## config.mk

```make
export PLATFORM = sky130hd
export DESIGN_NAME = cubic_hermite_pose_interpolator
export DESIGN_NICKNAME = d
export VERILOG_FILES = /design/src/hw/rtl/chpi_pkg.sv /design/src/hw/rtl/chpi_mac.sv /design/src/hw/rtl/cubic_hermite_pose_interpolator.sv
export SDC_FILE = /design/constraint.sdc
export NUM_CORES = 2
export LEC_CHECK = 0
export BUFFER_PORTS_ARGS = -buffer_cell sky130_fd_sc_hd__buf_4
export CORE_MARGIN = 2
export CORE_UTILIZATION = 35
export CTS_BUF_LIST = sky130_fd_sc_hd__clkbuf_8 sky130_fd_sc_hd__clkbuf_16
export DETAILED_ROUTE_END_ITERATION = 10
export GPL_ROUTABILITY_DRIVEN = 0
export HOLD_SLACK_MARGIN = 0.02
export SYNTH_ARGS = -nofsm -noshare
export SYNTH_HDL_FRONTEND = slang
export SYNTH_SLANG_ARGS = --single-unit
```

## constraint.sdc

```tcl
create_clock -name clk -period 38.4 [get_ports clk]
set_clock_uncertainty 0.1 [all_clocks]
set_input_delay 5.76 -clock clk [delete_from_list [all_inputs] [get_ports clk]]
set_output_delay 5.76 -clock clk [all_outputs]
set_load 0.02 [all_outputs]
```

## src/hw/rtl/chpi_pkg.sv

```systemverilog
package chpi_pkg;

	localparam int VALUE_WIDTH = 32;
	localparam int VALUE_BITS  = (VALUE_WIDTH < 16) ? 16 : ((VALUE_WIDTH > 32) ? 32 : VALUE_WIDTH);

	localparam int MUL_A_W = 17;
	localparam int MUL_B_W = 35;
	localparam int PROD_W  = MUL_A_W + 1 + MUL_B_W;
	localparam int ACC_W   = 38;

	typedef enum logic [1:0] {
		MODE_BEGIN  = 2'd0,
		MODE_END    = 2'd1,
		MODE_UPDATE = 2'd2,
		MODE_NOP    = 2'd3
	} mode_t;

	typedef enum logic [1:0] {
		ST_IDLE,
		ST_MUL,
		ST_ACC,
		ST_DONE
	} state_t;

	typedef struct packed {
		mode_t              mode;
		logic signed [31:0] pos_x;
		logic signed [31:0] pos_y;
		logic signed [31:0] pos_angle;
		logic signed [31:0] vel_x;
		logic signed [31:0] vel_y;
		logic signed [31:0] vel_angle;
		logic        [15:0] step_time;
		logic        [16:0] fraction;
	} in_beat_t;

	typedef struct packed {
		logic signed [31:0] out_x;
		logic signed [31:0] out_y;
		logic signed [31:0] out_angle;
		logic signed [31:0] out_dx;
		logic signed [31:0] out_dy;
		logic signed [31:0] out_dangle;
	} out_beat_t;

	typedef struct packed {
		logic        [MUL_A_W-1:0] a;
		logic signed [MUL_B_W-1:0] b;
	} mac_op_t;

	// clamp to the signed VALUE_BITS range
	function automatic logic signed [31:0] sat(input logic signed [ACC_W-1:0] v);
		logic signed [ACC_W-1:0] hi;
		logic signed [ACC_W-1:0] lo;
		hi = (ACC_W'(1) <<< (VALUE_BITS - 1)) - ACC_W'(1);
		lo = -hi - ACC_W'(1);
		if (v > hi) begin
			sat = hi[31:0];
		end else if (v < lo) begin
			sat = lo[31:0];
		end else begin
			sat = v[31:0];
		end
	endfunction

	function automatic logic signed [ACC_W-1:0] sx(input logic signed [31:0] v);
		sx = {{(ACC_W-32){v[31]}}, v};
	endfunction

endpackage

```

## src/hw/rtl/chpi_mac.sv

```systemverilog
module chpi_mac (
	input  logic                                clk,
	input  logic                                mul_en,
	input  chpi_pkg::mac_op_t                   op,
	input  logic signed [chpi_pkg::ACC_W-1:0]   addend,
	output logic signed [31:0]                  result
);

	logic signed [chpi_pkg::PROD_W-1:0]  prod_s1;
	logic signed [chpi_pkg::PROD_W:0]    biased;
	logic signed [chpi_pkg::ACC_W-1:0]   rounded;
	logic signed [chpi_pkg::ACC_W-1:0]   sum;

	always_ff @(posedge clk) begin
		if (mul_en) begin
			prod_s1 <= $signed({1'b0, op.a}) * op.b;
		end
	end

	// round half up, then add and clamp
	assign biased  = {prod_s1[chpi_pkg::PROD_W-1], prod_s1} + (chpi_pkg::PROD_W+1)'(32768);
	assign rounded = biased[16 +: chpi_pkg::ACC_W];
	assign sum     = rounded + addend;
	assign result  = chpi_pkg::sat(sum);

endmodule

```

## src/hw/rtl/cubic_hermite_pose_interpolator.sv

```systemverilog
// channel | direction | handshake          | payload
// cfg     | in        | cfg_we             | cfg_wdata (body_is_static)
// in      | in        | in_valid, in_stall | in_beat  (chpi_pkg::in_beat_t)
// out     | out       | out_valid, out_stall | out_beat (chpi_pkg::out_beat_t)
// Begin and no-op beats finish in the accept cycle, as does end on a static body.
// Otherwise end and update run in steps, and update then loads the output register.
// Each step is a multiply and an accumulate state through the one shared 17x35 multiply /
// round / clamp unit. A static-body update goes to the done state to load the held pose.
// in_stall is high while a beat is in work; a stalled result holds in the output register.
// arst_n clears held pose, rate, coefficients, the body_is_static register and control state.
module cubic_hermite_pose_interpolator (
	input  logic                  clk,
	input  logic                  arst_n,
	input  logic                  cfg_we,
	input  logic                  cfg_wdata,
	input  logic                  in_valid,
	output logic                  in_stall,
	input  chpi_pkg::in_beat_t    in_beat,
	output logic                  out_valid,
	input  logic                  out_stall,
	output chpi_pkg::out_beat_t   out_beat
);

	chpi_pkg::state_t state_q, state_nxt;
	chpi_pkg::mode_t  mode_q;
	logic [2:0]  op_q;
	logic [1:0]  c_q;
	logic        static_q;

	logic signed [31:0] pos_q [3];
	logic signed [31:0] vel_q [3];
	logic signed [31:0] hp_q  [3];
	logic signed [31:0] hr_q  [3];
	logic signed [31:0] k0_q  [3];
	logic signed [31:0] k1_q  [3];
	logic signed [31:0] k2_q  [3];
	logic signed [31:0] k3_q  [3];
	logic signed [31:0] a_q, b_q, e_q;
	logic [15:0] dt_q;
	logic [16:0] ds_q;

	logic                 out_valid_q;
	chpi_pkg::out_beat_t  out_q;

	logic accept, mul_en, acc_wr, out_load, last_op;
	logic signed [chpi_pkg::ACC_W-1:0] p0, v0, dx, s, b_sel, addend;
	chpi_pkg::mac_op_t  mop;
	logic signed [31:0] mac_res;

	assign accept  = in_valid && !in_stall;
	assign last_op = (mode_q == chpi_pkg::MODE_END) ? (op_q == 3'd2) : (op_q == 3'd4);

	always_comb begin
		state_nxt = state_q;
		unique case (state_q)
			chpi_pkg::ST_IDLE: begin
				if (in_valid) begin
					if (in_beat.mode == chpi_pkg::MODE_UPDATE) begin
						state_nxt = static_q ? chpi_pkg::ST_DONE : chpi_pkg::ST_MUL;
					end else if (in_beat.mode == chpi_pkg::MODE_END && !static_q) begin
						state_nxt = chpi_pkg::ST_MUL;
					end
				end
			end
			chpi_pkg::ST_MUL: state_nxt = chpi_pkg::ST_ACC;
			chpi_pkg::ST_ACC: begin
				if (last_op && c_q == 2'd2) begin
					state_nxt = (mode_q == chpi_pkg::MODE_END) ? chpi_pkg::ST_IDLE
						: chpi_pkg::ST_DONE;
				end else begin
					state_nxt = chpi_pkg::ST_MUL;
				end
			end
			chpi_pkg::ST_DONE: begin
				if (!out_valid_q || !out_stall) begin
					state_nxt = chpi_pkg::ST_IDLE;
				end
			end
			default: state_nxt = chpi_pkg::ST_IDLE;
		endcase
	end

	always_comb begin
		in_stall = 1'b1;
		mul_en   = 1'b0;
		acc_wr   = 1'b0;
		out_load = 1'b0;
		unique case (state_q)
			chpi_pkg::ST_IDLE: in_stall = 1'b0;
			chpi_pkg::ST_MUL:  mul_en = 1'b1;
			chpi_pkg::ST_ACC:  acc_wr = 1'b1;
			chpi_pkg::ST_DONE: out_load = !out_valid_q || !out_stall;
			default: in_stall = 1'b1;
		endcase
	end

	// operand and addend selection for the current step
	always_comb begin
		p0     = chpi_pkg::sx(hp_q[c_q]);
		v0     = chpi_pkg::sx(hr_q[c_q]);
		dx     = chpi_pkg::sx(pos_q[c_q]) - p0;
		s      = chpi_pkg::sx(vel_q[c_q]) + v0;
		b_sel  = '0;
		addend = '0;
		if (mode_q == chpi_pkg::MODE_END) begin
			case (op_q)
				3'd0: begin
					b_sel  = s;
					addend = -(dx <<< 1);
				end
				3'd1: begin
					b_sel  = -(s + v0);
					addend = dx + (dx <<< 1);
				end
				default: begin
					b_sel  = v0;
					addend = '0;
				end
			endcase
		end else begin
			case (op_q)
				3'd0: begin
					b_sel  = chpi_pkg::sx(k3_q[c_q]);
					addend = chpi_pkg::sx(k2_q[c_q]);
				end
				3'd1: begin
					b_sel  = chpi_pkg::sx(a_q);
					addend = chpi_pkg::sx(k1_q[c_q]);
				end
				3'd2: begin
					b_sel  = chpi_pkg::sx(k3_q[c_q]) + (chpi_pkg::sx(k3_q[c_q]) <<< 1);
					addend = chpi_pkg::sx(k2_q[c_q]) <<< 1;
				end
				3'd3: begin
					b_sel  = chpi_pkg::sx(b_q);
					addend = chpi_pkg::sx(k0_q[c_q]);
				end
				default: begin
					b_sel  = chpi_pkg::sx(e_q);
					addend = chpi_pkg::sx(k1_q[c_q]);
				end
			endcase
		end
		mop.a = (mode_q == chpi_pkg::MODE_END) ? {1'b0, dt_q} : ds_q;
		mop.b = b_sel[chpi_pkg::MUL_B_W-1:0];
	end

	chpi_mac u_mac (
		.clk    (clk),
		.mul_en (mul_en),
		.op     (mop),
		.addend (addend),
		.result (mac_res)
	);

	always_ff @(posedge clk) begin
		if (accept) begin
			mode_q   <= in_beat.mode;
			pos_q[0] <= chpi_pkg::sat(chpi_pkg::sx(in_beat.pos_x));
			pos_q[1] <= chpi_pkg::sat(chpi_pkg::sx(in_beat.pos_y));
			pos_q[2] <= chpi_pkg::sat(chpi_pkg::sx(in_beat.pos_angle));
			vel_q[0] <= chpi_pkg::sat(chpi_pkg::sx(in_beat.vel_x));
			vel_q[1] <= chpi_pkg::sat(chpi_pkg::sx(in_beat.vel_y));
			vel_q[2] <= chpi_pkg::sat(chpi_pkg::sx(in_beat.vel_angle));
			dt_q     <= in_beat.step_time;
			ds_q     <= in_beat.fraction;
		end
		if (acc_wr && mode_q == chpi_pkg::MODE_UPDATE) begin
			case (op_q)
				3'd0:    a_q <= mac_res;
				3'd1:    b_q <= mac_res;
				3'd2:    e_q <= mac_res;
				default: ;
			endcase
		end
		if (out_load) begin
			out_q.out_x      <= hp_q[0];
			out_q.out_y      <= hp_q[1];
			out_q.out_angle  <= hp_q[2];
			out_q.out_dx     <= hr_q[0];
			out_q.out_dy     <= hr_q[1];
			out_q.out_dangle <= hr_q[2];
		end
	end

	always_ff @(posedge clk or negedge arst_n) begin
		if (!arst_n) begin
			state_q     <= chpi_pkg::ST_IDLE;
			op_q        <= '0;
			c_q         <= '0;
			static_q    <= 1'b0;
			out_valid_q <= 1'b0;
			for (int i = 0; i < 3; i++) begin
				hp_q[i] <= '0;
				hr_q[i] <= '0;
				k0_q[i] <= '0;
				k1_q[i] <= '0;
				k2_q[i] <= '0;
				k3_q[i] <= '0;
			end
		end else begin
			state_q <= state_nxt;
			if (cfg_we) begin
				static_q <= cfg_wdata;
			end
			if (accept) begin
				op_q <= '0;
				c_q  <= '0;
				if (in_beat.mode == chpi_pkg::MODE_BEGIN && !static_q) begin
					hp_q[0] <= chpi_pkg::sat(chpi_pkg::sx(in_beat.pos_x));
					hp_q[1] <= chpi_pkg::sat(chpi_pkg::sx(in_beat.pos_y));
					hp_q[2] <= chpi_pkg::sat(chpi_pkg::sx(in_beat.pos_angle));
					hr_q[0] <= chpi_pkg::sat(chpi_pkg::sx(in_beat.vel_x));
					hr_q[1] <= chpi_pkg::sat(chpi_pkg::sx(in_beat.vel_y));
					hr_q[2] <= chpi_pkg::sat(chpi_pkg::sx(in_beat.vel_angle));
				end
			end
			if (acc_wr) begin
				if (last_op) begin
					op_q <= '0;
					c_q  <= c_q + 2'd1;
				end else begin
					op_q <= op_q + 3'd1;
				end
				if (mode_q == chpi_pkg::MODE_END) begin
					case (op_q)
						3'd0: k3_q[c_q] <= mac_res;
						3'd1: k2_q[c_q] <= mac_res;
						default: begin
							k1_q[c_q] <= mac_res;
							k0_q[c_q] <= hp_q[c_q];
						end
					endcase
				end else begin
					case (op_q)
						3'd3:    hp_q[c_q] <= mac_res;
						3'd4:    hr_q[c_q] <= mac_res;
						default: ;
					endcase
				end
			end
			if (out_load) begin
				out_valid_q <= 1'b1;
			end else if (!out_stall) begin
				out_valid_q <= 1'b0;
			end
		end
	end

	assign out_valid = out_valid_q;
	assign out_beat  = out_q;

	a_out_from_done: assert property (@(posedge clk) disable iff (!arst_n)
		$rose(out_valid) |-> $past(state_q == chpi_pkg::ST_DONE))
		else $error("result beat raised without a finished update");

	a_acc_after_mul: assert property (@(posedge clk) disable iff (!arst_n)
		state_q == chpi_pkg::ST_ACC |-> $past(state_q == chpi_pkg::ST_MUL))
		else $error("accumulate step without a preceding multiply");

	a_op_range: assert property (@(posedge clk) disable iff (!arst_n)
		(state_q == chpi_pkg::ST_MUL || state_q == chpi_pkg::ST_ACC)
		|-> (c_q != 2'd3 && (mode_q == chpi_pkg::MODE_END ? op_q < 3'd3 : op_q < 3'd5)))
		else $error("sequencer step out of range");

	a_stall_busy: assert property (@(posedge clk) disable iff (!arst_n)
		accept && (in_beat.mode == chpi_pkg::MODE_UPDATE) |=> in_stall)
		else $error("update beat did not hold off the input");

endmodule

```

==> impl_metrics.py <==
metrics = {
    "synth": {
        "synth_cell_types": 87,
        "synthesis.nets": 9739,
        "synth_ff_type": "dfrtp_1",
        "syn_area_um2": 81000,
        "synth_warnings": 0,
        "synth_top_cell_by_area": "edfxtp_1",
        "syn_inst": 8548,
        "synth-edff-count": 553,
        "synth_area_leaders": "edfxtp_1 (20%), dfrtp_1 (18%), fa_1 (14%)",
        "netlist.area_leader.share_pct": 20.5,
        "ys_seq_elements": 1138,
        "ys_seq_area_share_pct": 38.6,
        "avgSynthCellArea_um2": 9.48,
        "async_flop_share_pct": 51.4,
    },
    "setup_path": {
        "critical_path_class": "register to register",
        "cpPeakStageDelay_ns": 1.04,
        "critPathArrivalTime_ns": 14.69,
        "critPathMaxFanout": 49,
        "rrSetupSlack_ns": 24.07,
        "crit_slowest_cell": "dfrtp_4",
        "critPathRequiredTime_ns": 38.75,
        "crit_start": "c_q[0]",
        "crit_top_cell": "fa_1",
        "critPathLaunchType": "register",
        "critPathCaptureType": "register",
        "reg2reg_depth": 44,
        "r2r-start": "c_q[0]",
        "crit_end": "u_mac.prod_s1[52]",
        "r2r-end": "u_mac.prod_s1[52]",
    },
    "routing": {
        "viasPerCell": 5.60,
        "postRouteWirelength_mm": 289,
        "met3_length_mm": 27.2,
        "wire_per_inst_um": 24.6,
        "antenna_left": 0,
        "top_layer": "met5",
        "first_iter_violations": 7864,
        "drc": 0,
        "met1_length_mm": 117,
        "vias": 65712,
        "route.met2.wl_mm": 129,
        "first_pass_iters": 8,
    },
    "clock_network": {
        "tritoncts": "done",
        "cts-htree-levels": 3,
        "cts_made_buffers": 117,
        "cts_setup_buffers": 0,
        "cts_root_buf": "clkbuf_16",
        "clock-sinks": 1138,
        "holdBufCountCts": 0,
        "clk_latency_ns": 0.82,
        "cts_resized": 0,
        "cts.path.max_buffers": 3,
        "clkTransAtPathRegs_ns": 0.07,
    },
    "global_route": {
        "grt_pass1_vias": 64684,
        "grt_max_degree": 121,
        "globalRouteTotalUtil_pct": 24.1,
        "antenna_found_initial": 23,
        "grt_first_pass_wirelength_mm": 427,
        "grt_overflow": 0,
    },
    "timing": {
        "min_period_over_period_pct": 37.3,
        "hold_viol_final": 0,
        "min_period_ns": 14.33,
        "worstMarginPinSlew_ns": 1.45,
        "maxSlewViolCount": 0,
        "max_slew_margin_pct": 3.09,
        "grt_setup_unrepaired": "no",
        "setup-tns-final_ns": 0,
        "max_freq_ghz": 0.0698,
        "setup_viol": 0,
    },
    "die": {
        "ios": 427,
        "std_cell_rows": 176,
        "core_area_um2": 230000,
        "die_h_um": 485,
        "die_width_um": 485,
        "initial_core_util_pct": 35.2,
        "die_area_um2": 235000,
    },
    "run": {
        "max_cap_violations": 0,
    },
    "min_path": {
        "hp-start": "hp_q[15]",
        "hold_class": "register to register",
    },
    "status": {
        "status": "finished clean",
    },
    "layout": {
        "drive_gt1_share_pct": 10.1,
        "nNetsFinal": 9789,
        "areaGrowthSynthToFinish_pct": 12.4,
    },
    "placed_design": {
        "dp_hpwl_mm": 216,
        "port_buffers": 426,
    },
}
-- metrics by stage --
stage / worst slack, ns / std cells / hold WS, ns / util (%) / cell area (um2)
global route: 23.59 / 11732 / 0.382 / 39.6 / 91100
floorplan: 22.50 / 8548 / 0.344 / - / 81000
CTS: 24.40 / 11726 / 0.366 / 39.6 / 91000
finish: 24.07 / 11738 / 0.372 / 39.6 / 91100
global placement: 24.71 / 11505 / 0.352 / 37.8 / 86900
detailed placement: 24.52 / 11505 / 0.358 / 37.8 / 86900
-- cells in the mapped netlist, types with 86 or more instances --
master and instances:
a22oi_1 88, xnor2_1 168, o21ai_0 765, inv_1 813
nand2_1 1586, nor2_1 437, ha_1 394, xor2_1 105
dfrtp_1 585, a21o_1 112, fa_1 564, clkbuf_1 565
a21oi_1 338, edfxtp_1 553, mux2i_1 315, and2_1 86
nand3_1 102
-- how the worst min path moves through the flow --
stage | depth (start not counted) | end | slack, ns
floorplan | 2 | k0_q[35] | 0.34
global placement | 0 | out_beat[112] | 0.35
detailed placement | 0 | out_beat[68] | 0.36
CTS | 0 | out_beat[59] | 0.37
global route | 0 | out_beat[90] | 0.38
finish | 0 | out_beat[111] | 0.37
-- critical path: cells and delay by family (launching register included) --
kind                     cells  cell delay [ns]
adder cells (fa/ha/maj)     11             4.90
buffers and inverters        5             1.04
XOR/XNOR                     3             0.54
flip-flops                   1             1.04
AND/OR/NAND/NOR              7             0.94
AO/OA/AOI/OAI               18             5.31
-- layout by cell type, fill, tap and decap left out, types with 30 or more instances in the layout --
cell       netlist  routed
o22ai_1         30      30
nor2_1         437     431
nor3_1          45      45
edfxtp_1       553     553
and3_1          38      38
nand3_1        102      93
o21ai_0        765     762
ha_1           394     393
a21o_1         112     112
xnor2_1        168     168
a22oi_1         88      88
mux2i_1        315     314
nand2b_1        32      30
fa_1           564     564
a21oi_1        338     337
a31oi_1         61      61
xor2_1         105     105
dfrtp_1        585     583
nand2_1       1586    1582
o211ai_1        33      33
clkbuf_16        0     120
inv_1          813     830
a221oi_1        43      43
nor2b_1         51      45
and2_1          86      85
o21bai_1        32      32
a211oi_1        32      32
nand4_1         43      43
a32oi_1         79      79
o21a_1          49      49
buf_4            4     569
-- sequential cells by signal, indices dropped and copies added, names as in the netlist, 2 cells and up --
register / flops
out_beat: 192
hp_q: 96
hr_q: 96
k0_q: 96
k1_q: 96
k2_q: 96
k3_q: 96
pos_q: 96
vel_q: 96
u_mac.prod_s1: 38
a_q: 32
b_q: 32
e_q: 32
ds_q: 17
dt_q: 16
op_q: 3
c_q: 2
mode_q: 2
state_q: 2
-- cell type report --
cell class / count / area [um2]
Inverter: 814 / 3060
Fill cell: 22502 / 139000
Tap cell: 3026 / 3790
Timing Repair Buffer: 571 / 4310
Antenna cell: 12 / 30.0
Multi-Input combinational cell: 5956 / 44500
Clock inverter: 85 / 900
Clock buffer: 136 / 3220
Sequential cell: 1138 / 31300
-- cell families (layout without fill, tap and decap cells) --
group	count (synthesis)	count (layout)	synth area share, %
XOR/XNOR	274	274	2.98
multiplexers	331	331	4.11
flip-flops	1138	1138	38.6
AND/OR/NAND/NOR	2503	2503	13.0
AO/OA/AOI/OAI	1886	1886	14.5
buffers and inverters	1454	1606	6.81
adder cells (fa/ha/maj)	962	962	20.1
other	0	12	0
-- routing by layer --
| layer | global-route usage [%] | vias up |
|---|---|---|
| met5 | 0 | - |
| met4 | 11.5 | 10 |
| met3 | 4.30 | 616 |
| met2 | 37.5 | 3251 |
| met1 | 32.4 | 32903 |
| li1 | - | 28932 |
Power is not shown: default switching activity piles up to over one toggle a cycle in this logic, so the estimate is an artifact.
